===== config.mk =====
export PLATFORM = sky130hd
export DESIGN_NAME = rtp_header_parser
export DESIGN_NICKNAME = d
export VERILOG_FILES = /design/src/sv/rtph_pkg.sv /design/src/sv/rtph_calc.sv /design/src/sv/rtp_header_parser.sv
export SDC_FILE = /design/constraint.sdc
export NUM_CORES = 1
export LEC_CHECK = 0
export BUFFER_PORTS_ARGS = -buffer_cell sky130_fd_sc_hd__buf_2
export CORE_MARGIN = 2
export CORE_UTILIZATION = 45
export CTS_CLUSTER_SIZE = 10
export DETAILED_ROUTE_END_ITERATION = 7
export PLACE_DENSITY = 0.72
export SYNTH_ARGS = -nofsm -noshare
export SYNTH_HDL_FRONTEND = slang
export SYNTH_SLANG_ARGS = --single-unit

===== constraint.sdc =====
create_clock -name clk -period 9.7 [get_ports clk]
set_clock_uncertainty 0.15 [all_clocks]
set_input_delay 1.94 -clock clk [delete_from_list [all_inputs] [get_ports clk]]
set_output_delay 1.94 -clock clk [all_outputs]
set_load 0.02 [all_outputs]

===== src/sv/rtph_pkg.sv =====
// ----------------------------------------------------------------------------
// RTP header parser package
// Shared constants and types for the byte-serial RTP fixed header parser.
// ----------------------------------------------------------------------------
package rtph_pkg;

	localparam int unsigned CountWidth     = 16;
	localparam int unsigned MaxPacketBytes = 65535;
	localparam int unsigned MinHeaderBytes = 12;
	localparam int unsigned HdrSizeWidth   = 19;
	localparam int unsigned InDataWidth    = 8;
	localparam int unsigned OutDataWidth   = 136;

	// Per-packet capture state.
	typedef struct packed {
		logic [7:0]            first;
		logic [7:0]            second;
		logic [15:0]           seq;
		logic [31:0]           ts;
		logic [31:0]           ssrc;
		logic [15:0]           ext_words;
		logic [1:0]            ext_seen;
		logic [CountWidth-1:0] count;
	} capture_t;

	// One parsed header summary.
	typedef struct packed {
		logic                    status;
		logic [1:0]              version;
		logic                    padding_flag;
		logic                    extension_flag;
		logic [3:0]              csrc_count;
		logic                    marker;
		logic [6:0]              media_type;
		logic [15:0]             sequence_number;
		logic [31:0]             timestamp;
		logic [31:0]             ssrc;
		logic [HdrSizeWidth-1:0] hdr_len;
		logic [15:0]             body_len;
	} result_t;

endpackage


===== src/sv/rtph_calc.sv =====
// ----------------------------------------------------------------------------
// RTP header size and status calculation
// Derives header size, payload size and the short-packet status from the
// capture state that includes the final byte of a packet.
// ----------------------------------------------------------------------------
module rtph_calc (
	input  rtph_pkg::capture_t cap,
	output rtph_pkg::result_t  res
);

	logic [rtph_pkg::HdrSizeWidth-1:0] hsize;
	logic [rtph_pkg::HdrSizeWidth-1:0] size;
	logic                              short_pkt;

	always_comb begin
		size = rtph_pkg::HdrSizeWidth'(cap.count);
		hsize = rtph_pkg::HdrSizeWidth'(rtph_pkg::MinHeaderBytes)
			+ rtph_pkg::HdrSizeWidth'({cap.first[3:0], 2'b00});
		short_pkt = (cap.count < rtph_pkg::CountWidth'(rtph_pkg::MinHeaderBytes));
		if (cap.first[4]) begin
			hsize = hsize + rtph_pkg::HdrSizeWidth'(4);
			if (cap.ext_seen >= 2'd2) begin
				hsize = hsize + rtph_pkg::HdrSizeWidth'({cap.ext_words, 2'b00});
			end else begin
				short_pkt = 1'b1;
			end
		end
		if (size < hsize) begin
			short_pkt = 1'b1;
		end

		res.status          = short_pkt;
		res.version         = cap.first[7:6];
		res.padding_flag    = cap.first[5];
		res.extension_flag  = cap.first[4];
		res.csrc_count      = cap.first[3:0];
		res.marker          = cap.second[7];
		res.media_type      = cap.second[6:0];
		res.sequence_number = cap.seq;
		res.timestamp       = cap.ts;
		res.ssrc            = cap.ssrc;
		res.hdr_len         = hsize;
		res.body_len        = short_pkt ? 16'd0 : 16'(size - hsize);
	end

endmodule


===== src/sv/rtp_header_parser.sv =====
// ----------------------------------------------------------------------------
// RTP fixed header parser
// Takes an RTP packet one byte per word and, on the final byte, reports the
// fixed header fields, header size, payload size and a short-packet status.
//
// Channel  Direction  Word                          Marks
// s_*      in         one packet byte (tdata[7:0])  tlast on the final byte
// m_*      out        one header summary per packet tuser = short status
//
// One byte is taken every cycle while no final byte waits. A byte passes an
// input register, then the capture and size logic load the capture state
// and, on the final byte, the result register. While the result register
// is full and not taken, the final byte of the next packet waits in the
// input register; other bytes keep flowing. Reset clears all capture state
// and both valid flags.
// ----------------------------------------------------------------------------
module rtp_header_parser #(
	parameter int unsigned MAX_PACKET_BYTES = rtph_pkg::MaxPacketBytes
) (
	input  logic                              clk,
	input  logic                              arst_n,
	input  logic                              s_tvalid,
	output logic                              s_tready,
	input  logic [rtph_pkg::InDataWidth-1:0]  s_tdata,  // [7:0] data_byte
	input  logic                              s_tlast,  // last_byte
	output logic                              m_tvalid,
	input  logic                              m_tready,
	// [1:0] version, [2] padding_flag, [3] extension_flag, [7:4] csrc_count,
	// [8] marker, [15:9] media_type, [31:16] sequence_number,
	// [63:32] timestamp, [95:64] ssrc, [114:96] hdr_len,
	// [130:115] body_len, [135:131] zero
	output logic [rtph_pkg::OutDataWidth-1:0] m_tdata,
	output logic                              m_tuser   // [0] status
);

	localparam logic [rtph_pkg::CountWidth-1:0] MaxCount =
		rtph_pkg::CountWidth'(MAX_PACKET_BYTES);

	logic                             valid_s1;
	logic [rtph_pkg::InDataWidth-1:0] data_s1;
	logic                             last_s1;

	rtph_pkg::capture_t cap_q;
	rtph_pkg::capture_t cap_nxt;
	rtph_pkg::result_t  res_calc;
	rtph_pkg::result_t  res_q;
	logic               m_valid_q;

	logic                            out_free;
	logic                            go_s1;
	logic [rtph_pkg::CountWidth-1:0] ext_base;

	assign out_free = !m_valid_q || m_tready;
	assign go_s1    = valid_s1 && (!last_s1 || out_free);
	assign s_tready = !valid_s1 || go_s1;

	always_ff @(posedge clk or negedge arst_n) begin
		if (!arst_n) begin
			valid_s1 <= 1'b0;
		end else if (s_tready) begin
			valid_s1 <= s_tvalid;
		end
	end

	always_ff @(posedge clk) begin
		if (s_tready) begin
			data_s1 <= s_tdata;
			last_s1 <= s_tlast;
		end
	end

	// Capture the byte at its packet position; bytes past the size limit are
	// only counted up to the limit and otherwise ignored.
	always_comb begin
		cap_nxt  = cap_q;
		ext_base = rtph_pkg::CountWidth'(rtph_pkg::MinHeaderBytes)
			+ rtph_pkg::CountWidth'({cap_q.first[3:0], 2'b00});
		if (cap_q.count < MaxCount) begin
			if (cap_q.count == 16'd0) begin
				cap_nxt.first = data_s1;
			end else if (cap_q.count == 16'd1) begin
				cap_nxt.second = data_s1;
			end else if (cap_q.count < 16'd4) begin
				cap_nxt.seq = {cap_q.seq[7:0], data_s1};
			end else if (cap_q.count < 16'd8) begin
				cap_nxt.ts = {cap_q.ts[23:0], data_s1};
			end else if (cap_q.count < 16'd12) begin
				cap_nxt.ssrc = {cap_q.ssrc[23:0], data_s1};
			end
			// The extension length sits after the profile field of the
			// extension header, which follows the CSRC list.
			if (cap_q.count >= 16'd12 && cap_q.first[4]) begin
				if (cap_q.count == ext_base + 16'd2) begin
					cap_nxt.ext_words = {data_s1, 8'h00};
					cap_nxt.ext_seen  = 2'd1;
				end else if (cap_q.count == ext_base + 16'd3) begin
					cap_nxt.ext_words = {cap_q.ext_words[15:8], data_s1};
					cap_nxt.ext_seen  = 2'd2;
				end
			end
			cap_nxt.count = cap_q.count + 16'd1;
		end
	end

	rtph_calc u_calc (
		.cap (cap_nxt),
		.res (res_calc)
	);

	always_ff @(posedge clk or negedge arst_n) begin
		if (!arst_n) begin
			cap_q     <= '0;
			m_valid_q <= 1'b0;
		end else begin
			if (go_s1) begin
				cap_q <= last_s1 ? '0 : cap_nxt;
			end
			if (go_s1 && last_s1) begin
				m_valid_q <= 1'b1;
			end else if (m_tready) begin
				m_valid_q <= 1'b0;
			end
		end
	end

	always_ff @(posedge clk) begin
		if (go_s1 && last_s1) begin
			res_q <= res_calc;
		end
	end

	assign m_tvalid = m_valid_q;
	assign m_tuser  = res_q.status;
	assign m_tdata  = {
		5'd0,
		res_q.body_len,
		res_q.hdr_len,
		res_q.ssrc,
		res_q.timestamp,
		res_q.sequence_number,
		res_q.media_type,
		res_q.marker,
		res_q.csrc_count,
		res_q.extension_flag,
		res_q.padding_flag,
		res_q.version
	};

endmodule

==> flow_summary_export.csv, run 1 <==
group,metric,value,unit
die,die_h,174,microns
cells_and_area,drive_above_1_share,0.279,
sta,finalHoldViolCount,0,
synthesis,synth_top_area_share,0.321,
cts,cts_buffers,31,
synthesis,synth_area_leaders,"edfxtp_1 32%, dfrtp_1 25%, mux2_2 8.1%",
drt,vias,8648,
die,core,28500,sq um
cts,clock_latency,0.57,ns
cells_and_area,nets,1178,
setup_path,slowest_delay,0.50,ns
synthesis,syn_area,13000,sq um
cts,htreeDepth,1,
cts,postCtsSetupBuffers,0,
run_status,status,"finished, final reports clean",
cts,cts_tree,"yes",
global_routing,first_global_vias,8593,
power_and_ir_drop,ir_drop,141,uV
cts,cts.sink_count,270,
drt,first_iter_violations,600,
synthesis,synth_edf_count,139,
die,die_area,30200,sq um
synthesis,synth-async-reset-ratio,0.485,
cells_and_area,instances_no_fill,1545,
die,num_rows,62,
sta,tns,0,ns
drt,vias_per_cell,5.60,
sta,rsz0062_at_grt,"no",
placement,io_buffers,144,
drt,routed_wl,31.0,mm
synthesis,seq_area_frac_synth,0.574,
cts,cts_max_path_buffers,3,
cells_and_area,area_delta_synth_final,14.6,%
cts,ctsRootBufferMaster,"clkbuf_16",
setup_path,crit_path_end_kind,"flop",
setup_path,required,9.87,ns
power_and_ir_drop,p_leak,6.36,nW
synthesis,synth_warnings,0,
setup_path,slowest_stage,"dfrtp_1",
sta,tightest_slew,1.17,ns
power_and_ir_drop,power_frac_seq,0.443,
power_and_ir_drop,internal-power,0.00213,W
synthesis,synth-seq-cells,270,
setup_path,worst-path-buf-inv,4,
synthesis,synth.distinct_cells,84,
synthesis,netlist_instances,1010,
sta,setup_ws,2.97,ns
drt,drc_errors,0,
die,num_io_pins,152,
power_and_ir_drop,powerDensity,203,nW/um^2
setup_path,start_kind,"flop",
setup_path,worst-setup-path-type,"reg2reg",
power_and_ir_drop,pwr-share-comb,0.206,
setup_path,critPathMaxFanout,17,
power_and_ir_drop,switching_share,0.295,
min_path,hold_class,"reg2reg",
power_and_ir_drop,switchingPower,0.000894,W
sta,finalCritPeriodShare,0.694,
synthesis,ys.flop_type,"edfxtp_1",
placement,dpl.hpwl,20.3,mm
global_routing,grt_max_degree,76,
drt,routedWlPerCell,20.1,microns
die,die_x,174,microns
sta,fmax,0.149,GHz
setup_path,path_delay_family,"compound AO/OA/AOI/OAI gates",
global_routing,grt_pass1_wl,48.5,mm
setup_path,arrival,6.90,ns
sta,drv_slew,0,
run,drv_cap,0,
cts,ctsResizeCount,0,
drt,firstDrtPassIters,5,
placement,routabilityCongestion,0.891,
drt,drtAntennaViolNets,0,
placement,dp_slack,3.09,ns
sta,setup_viol,0,
cells_and_area,num_antenna_cells,0,
die,initial_core_util,0.455,
global_routing,gr-usage-all-layers,0.201,
cts,cts_hold_buf,0,
synthesis,syn_avg_cell_area,12.9,sq um
sta,hold_slack,0.346,ns
global_routing,grt_overflow,0,
sta,relSlewSlack,0.216,
cells_and_area,final_util,0.522,
placement,dp.cells,1488,
power_and_ir_drop,p_clk_frac,0.351,
global_routing,antenna_found_initial,1,
sta,final.min_clock_period,6.73,ns
cts,clk_pin_slew,0.06,ns
synthesis,synth_area_leader_cell,"edfxtp_1",
worst paths after layout:
check	start	to	slack (ns)	cells past startpoint
max in group asynchronous	arst_n	cap_q[89]	6.80	2
min in group asynchronous	arst_n	cap_q[68]	1.26	1
setup reg to reg	cap_q[11]	m_tuser	2.97	27
setup / recovery	cap_q[11]	m_tuser	2.97	27
hold reg to reg	cap_q[25]	cap_q[25]	0.35	2
hold / removal	cap_q[25]	cap_q[25]	0.35	2
Yosys cell counts (11+ instances only):
cell and number:
a21oi_1 18, a22o_1 108, buf_4 13, clkbuf_1 44
dfrtp_1 131, edfxtp_1 139, ha_1 26, inv_1 27
mux2_2 94, mux2i_1 18, nand2_1 60, nand2b_1 11
nand3_1 28, nor2_1 43, nor3_1 11, o21ai_0 34
xnor2_1 22, xor2_1 18
cell families after synthesis:
kind of cell	count (synthesis)	share of synthesized area
xor+xnor	40	0.0270
fa+ha+maj	28	0.0281
other cells	1	0.000289
compound gates	221	0.133
flops	270	0.574
buf+inv	98	0.0361
mux	115	0.0987
simple gates	237	0.104
tightest hold or removal path: stages (launching register included):
cell	delay, ns
dfrtp_1	0.35
nand2_1	0.05
o21ai_0	0.06
sequential cells by signal, summed over array words and instances, names as in the netlist:
register / count
cap_q: 129
data_s1: 8
last_s1: 1
m_tdata: 129
m_tuser: 1
m_tvalid: 1
valid_s1: 1
final cells by class:
type,instances,area [sq um]
multi-input cells,649,5130
inverters,29,109
fillers,2502,13700
clock inverters,2,25.0
clock buffers,55,876
well taps,384,480
flip-flops and latches,270,7450
repair buffers,156,817
power by group through the flow:
stage / logic, W / registers (W) / clock network [W]
6_report: 0.000624 / 0.00134 / 0.00106
5_1_grt: 0.000679 / 0.00135 / 0.00113
4_1_cts: 0.000625 / 0.00134 / 0.00108
3_5_place_dp: 0.000621 / 0.00136 / 0
3_3_place_gp: 0.000615 / 0.00136 / 0
2_1_floorplan: 0.000400 / 0.00140 / 0
metal layers:
metal / GRT usage / share of wire / vias up
met5: 0 / 0 / -
met4: 0.0564 / 0.023 / 0
met3: 0.0499 / 0.063 / 47
met2: 0.313 / 0.46 / 229
met1: 0.281 / 0.45 / 4327
li1: - / - / 4045
cells in the final DEF, fill, tap and decap left out, types with 3 or more instances in the layout:
| master | instances |
|---|---|
| a211oi_1 | 3 |
| a21o_1 | 4 |
| a21oi_1 | 18 |
| a22o_1 | 108 |
| a31oi_1 | 6 |
| and2_1 | 10 |
| and3_1 | 10 |
| and3_4 | 3 |
| and4_1 | 4 |
| buf_2 | 143 |
| buf_4 | 12 |
| clkbuf_1 | 23 |
| clkbuf_16 | 31 |
| conb_1 | 8 |
| dfrtp_1 | 131 |
| edfxtp_1 | 139 |
| ha_1 | 26 |
| inv_1 | 27 |
| mux2_2 | 94 |
| mux2i_1 | 18 |
| nand2_1 | 59 |
| nand2b_1 | 11 |
| nand3_1 | 28 |
| nand4_1 | 8 |
| nor2_1 | 41 |
| nor2_4 | 3 |
| nor2b_1 | 9 |
| nor3_1 | 11 |
| nor4_1 | 6 |
| nor4_2 | 10 |
| o21a_1 | 6 |
| o21ai_0 | 34 |
| o21ai_1 | 4 |
| o22ai_1 | 3 |
| o31ai_1 | 6 |
| or3_1 | 3 |
| xnor2_1 | 22 |
| xor2_1 | 18 |
per-stage QoR:
stage,area (sq um),power (W)
finish,14900,0.00303
floorplan,13000,0.00180
global placement,14000,0.00198
CTS,14900,0.00305
global route,14900,0.00316
detailed placement,14000,0.00198
(Power assumes the default switching activity.)
==> inputs of run 2 (changes only) <==
Settings changed: PLACE_DENSITY 0.72 to 0.75.
Clock period 9.7 ns to 5.8 ns, I/O delays scaled along.
==> run 2 against run 1 <==
Against the previous run:
- total power grew 71%
- clock-buffer cell count is the same
- first-iteration DRC count grew 4.0%
- maximum frequency grew 21%
- core utilization grew 2.2 points
- setup slack lost 2.7 ns
- critical path depth is the same
- flip-flop and latch count is the same
- non-clock buffer count grew 57
- critical path type unchanged
- highest routed layer is now met5
==> flow_summary_export.csv, run 2 (synthesized netlist as in run 1, its figures left out) <==
group,metric,value,unit
die,num_io_pins,152,
drt,firstDrtPassIters,5,
die,initial_core_util,0.455,
global_routing,grt_pass1_wl,50.6,mm
global_routing,grt_overflow,0,
cells_and_area,nets,1236,
global_routing,antenna_found_initial,3,
run,drv_cap,0,
power_and_ir_drop,power_frac_seq,0.430,
setup_path,required,5.94,ns
drt,routed_wl,32.2,mm
die,num_rows,62,
power_and_ir_drop,switching_share,0.296,
sta,relSlewSlack,0.207,
drt,drc_errors,0,
cells_and_area,final_cell_mix,"143 x buf_2, 139 x edfxtp_1, 128 x dfrtp_1",
drt,vias,9082,
cts,cts_tree,"yes",
cells_and_area,n_fill_cell,2444,
power_and_ir_drop,finalPower,0.00518,W
placement,io_buffers,144,
cells_and_area,layout_commonest_cell,"buf_2",
setup_path,crit_path_end_kind,"flop",
drt,drtAntennaViolNets,0,
setup_path,worst-setup-path-type,"reg2reg",
setup_path,critPathMaxFanout,4,
sta,fmax,0.180,GHz
cts,clock_latency,0.58,ns
setup_path,start_kind,"flop",
cts,cts_max_path_buffers,3,
sta,final.min_clock_period,5.57,ns
drt,routedWlPerCell,20.1,microns
power_and_ir_drop,ir_drop,208,uV
placement,routabilityCongestion,0.929,
global_routing,grt_max_degree,99,
die,core,28500,sq um
cells_and_area,final_util,0.544,
cts,clk_pin_slew,0.06,ns
cts,htreeDepth,1,
global_routing,first_global_vias,8831,
min_path,hold_class,"reg2reg",
cts,cts.sink_count,270,
global_routing,gr-usage-all-layers,0.210,
power_and_ir_drop,switchingPower,0.00154,W
cts,cts_buffers,31,
drt,vias_per_cell,5.66,
power_and_ir_drop,p_clk_frac,0.341,
power_and_ir_drop,powerDensity,334,nW/um^2
cells_and_area,drive_above_1_share,0.333,
die,die_h,174,microns
power_and_ir_drop,pwr-share-comb,0.229,
power_and_ir_drop,p_leak,6.69,nW
run_status,status,"finished, final reports clean",
placement,dpl.hpwl,21.2,mm
drt,first_iter_violations,624,
die,die_area,30200,sq um
sta,drv_slew,0,
die,die_x,174,microns
setup_path,arrival,5.71,ns
sta,finalCritPeriodShare,0.960,
cts,ctsRootBufferMaster,"clkbuf_16",
cells_and_area,area_delta_synth_final,19.5,%
power_and_ir_drop,internal-power,0.00365,W
sta,finalHoldViolCount,0,
sta,tightest_slew,1.19,ns
sta,setup_viol,0,
-- run 2: area by class of cell --
cell class / count / area [sq um] / area share
flip-flops and latches: 270 / 7460 / 0.480
multi-input cells: 650 / 5300 / 0.341
repair buffers: 213 / 1270 / 0.0821
clock buffers: 55 / 876 / 0.0564
well taps: 384 / 480 / 0.0310
inverters: 29 / 109 / 0.00701
clock inverters: 2 / 23.8 / 0.00153
diodes: 2 / 5.00 / 0.000322
-- run 2: timing repair --
item                       CTS  global route
setup endpoints to repair    4            17
setup buffers                0             6
pin swaps                    0            10
gates cloned                 0             1
hold buffers                 0             0
gates resized for setup      1            33
-- run 2: path summary, 6_finish.rpt --
path | from | endpoint | slack [ns] | cells after the start
worst max-delay path | cap_q[12] | m_tdata[117] | 0.23 | 27
worst min-delay path | cap_q[115] | cap_q[115] | 0.35 | 1
worst max register to register | cap_q[12] | m_tdata[117] | 0.23 | 27
worst min register to register | cap_q[115] | cap_q[115] | 0.35 | 1
max in group asynchronous | arst_n | cap_q[121] | 3.79 | 2
min in group asynchronous | arst_n | cap_q[69] | 0.55 | 1
-- run 2: routing by layer --
metal  vias up  GRT usage  wire, microns
met5         -          0             13
met4         2     0.0585            827
met3        64     0.0431           2340
met2       311      0.338          15300
met1      4525      0.291          13700
li1       4180          -              -
-- run 2: power groups by stage --
stage | sequential [W] | clock, W | combinational [W]
6_report | 0.00223 | 0.00177 | 0.00119
5_1_grt | 0.00224 | 0.00188 | 0.00128
4_1_cts | 0.00223 | 0.00180 | 0.00113
3_5_place_dp | 0.00227 | 0 | 0.00112
3_3_place_gp | 0.00226 | 0 | 0.00111
2_1_floorplan | 0.00234 | 0 | 0.000670
-- run 2: through the flow --
| step | hold WS, ns | TNS [ns] | setup slack (ns) | instance area, sq um | std cells |
|---|---|---|---|---|---|
| 6_report | 0.348 | 0 | 0.232 | 15500 | 1605 |
| 5_1_grt | 0.363 | -0.522 | -0.0909 | 15500 | 1605 |
| 4_1_cts | 0.352 | 0 | 0.0636 | 15300 | 1596 |
| 3_5_place_dp | 0.332 | 0 | 0.0241 | 14400 | 1539 |
| 3_3_place_gp | 0.323 | 0 | 0.179 | 14400 | 1539 |
| 2_1_floorplan | 0.296 | 0 | 0.0439 | 13000 | 1017 |
-- run 2: critical path: stages (launching register included) --
cell and delay (ns):
dfrtp_2 0.44, nor4_4 0.33, and4_4 0.28, nand3_1 0.12, nand2_2 0.10, clkinv_1 0.12
ha_4 0.19, inv_1 0.13, nor2_1 0.08, a211oi_2 0.25, o32ai_2 0.13, xnor2_1 0.14
ha_1 0.29, o21ai_1 0.13, a21oi_2 0.10, nand3b_1 0.21, a31o_2 0.30, ha_1 0.34
o21a_1 0.20, o2111a_1 0.24, o41ai_2 0.07, nand3_1 0.15, nand2_1 0.16, o2111ai_4 0.15
buf_4 0.18, o41ai_2 0.08, buf_4 0.20, nor4_2 0.03
==> inputs of run 3 (changes only) <==
Settings changed: CTS_BUF_LIST from default to sky130_fd_sc_hd__clkbuf_2.
==> run 3 against run 2 <==
Against the previous run:
- global-route usage rose by 0.17 points
- register-to-register slack improved by 0.02 ns
- via count is 2.2% higher
- die area unchanged
- worst hold slack got worse by 0.10 ns
- critical path type unchanged
- critical endpoint is now m_tdata[116]
- largest cell class unchanged
- largest power group unchanged
==> flow_summary_export.csv, run 3 (synthesized netlist as in run 1, its figures left out) <==
group,metric,value,unit
run_status,status,"finished, final reports clean",
global_routing,grt_max_degree,99,
cells_and_area,area_delta_synth_final,17.5,%
cts,cts.sink_count,270,
setup_path,slowest_delay,0.45,ns
min_path,hold_class,"in2async",
power_and_ir_drop,p_leak,6.73,nW
sta,setup_viol,0,
sta,tns,0,ns
placement,io_buffers,144,
drt,firstDrtPassIters,5,
sta,finalCritPeriodShare,0.957,
cells_and_area,layout_commonest_cell,"buf_2",
power_and_ir_drop,finalPower,0.00470,W
cts,cts_max_path_buffers,3,
setup_path,start_kind,"flop",
drt,first_iter_violations,636,
drt,routed_wl,32.2,mm
placement,dpl.hpwl,21.2,mm
setup_path,worst-setup-path-type,"reg2reg",
cts,htreeDepth,3,
drt,routedWlPerCell,19.3,microns
global_routing,gr-usage-all-layers,0.212,
global_routing,grt_pass1_wl,50.5,mm
power_and_ir_drop,powerDensity,308,nW/um^2
setup_path,required,6.27,ns
die,die_x,174,microns
global_routing,antenna_found_initial,4,
power_and_ir_drop,ir_drop,173,uV
cells_and_area,drive_above_1_share,0.375,
global_routing,grt_overflow,0,
setup_path,critPathMaxFanout,4,
sta,relSlewSlack,0.186,
sta,tightest_slew,1.22,ns
cts,clk_pin_slew,0.12,ns
cells_and_area,nets,1273,
cts,ctsRootBufferMaster,"clkbuf_2",
drt,vias_per_cell,5.54,
cells_and_area,final_util,0.535,
sta,setup_ws,0.251,ns
die,num_io_pins,152,
die,num_rows,62,
cells_and_area,final_cell_mix,"143 x buf_2, 139 x edfxtp_1, 128 x dfrtp_1",
setup_path,crit_path_end_kind,"flop",
cts,cts_buffers,69,
drt,drc_errors,0,
global_routing,first_global_vias,9160,
sta,finalHoldViolCount,0,
die,initial_core_util,0.455,
setup_path,slowest_stage,"dfrtp_2",
cts,cts_hold_buf,0,
drt,drtAntennaViolNets,0,
sta,fmax,0.180,GHz
cts,clock_latency,0.85,ns
placement,dp_slack,0.0241,ns
die,die_h,174,microns
drt,vias,9279,
die,die_area,30200,sq um
sta,drv_slew,0,
cells_and_area,n_fill_cell,2499,
setup_path,arrival,6.02,ns
die,core,28500,sq um
run,drv_cap,0,
placement,routabilityCongestion,0.929,
sta,final.min_clock_period,5.55,ns
cts,cts_tree,"yes",
-- run 3: routing by layer --
metal	track usage	share of wire	up-vias	routed length [microns]
met1	0.287	0.44	4596	14000
met2	0.328	0.47	329	15100
li1	-	-	4292	-
met3	0.0580	0.070	60	2260
met4	0.0774	0.026	2	840
met5	0	0.00040	-	13
-- run 3: report_power, final --
group | internal [W] | switching [W]
Clock | 0.000501 | 0.000786
Combinational | 0.000478 | 0.000711
Sequential | 0.00216 | 0.0000646
Total | 0.00314 | 0.00156
-- run 3: through the flow --
step / cells / instance area (sq um) / hold slack, ns
floorplan: 1017 / 13000 / 0.296
global placement: 1539 / 14400 / 0.323
detailed placement: 1539 / 14400 / 0.332
CTS: 1665 / 15000 / 0.212
global route: 1674 / 15300 / 0.241
finish: 1674 / 15300 / 0.245
-- run 3: path summary, 6_finish.rpt --
| kind | start | end | slack (ns) | cells after the start |
|---|---|---|---|---|
| hold reg to reg | cap_q[24] | cap_q[24] | 0.36 | 2 |
| hold / removal | arst_n | cap_q[64] | 0.24 | 1 |
| setup reg to reg | cap_q[12] | m_tdata[116] | 0.25 | 27 |
| setup / recovery | cap_q[12] | m_tdata[116] | 0.25 | 27 |
| max in group asynchronous | arst_n | cap_q[83] | 4.05 | 2 |
| min in group clk | s_tdata[4] | data_s1[4] | 0.34 | 1 |
-- run 3: area by class of cell --
cell class,instances,area (sq um),area share
diodes,3,7.51,0.000492
clock buffers,96,480,0.0315
clock inverters,30,158,0.0103
inverters,29,109,0.00713
multi-input cells,650,5310,0.348
flip-flops and latches,270,7460,0.488
well taps,384,480,0.0315
repair buffers,212,1270,0.0829
-- run 3: timing repair --
action	4_1_cts	5_1_grt
gates cloned	0	1
resized for setup	1	37
setup endpoints to repair	8	17
pin swaps	0	10
setup buffers	0	5
-- run 3: worst max-delay path, delay by kind of cell (launching register included) --
family | cells | cell delay [ns]
adders and majority gates | 3 | 0.92
xor gates and xnor gates | 2 | 0.33
DFF | 1 | 0.45
and+or+nand+nor | 11 | 1.82
AOI/OAI and AO/OA | 7 | 1.15
buffers and inverters | 4 | 0.51
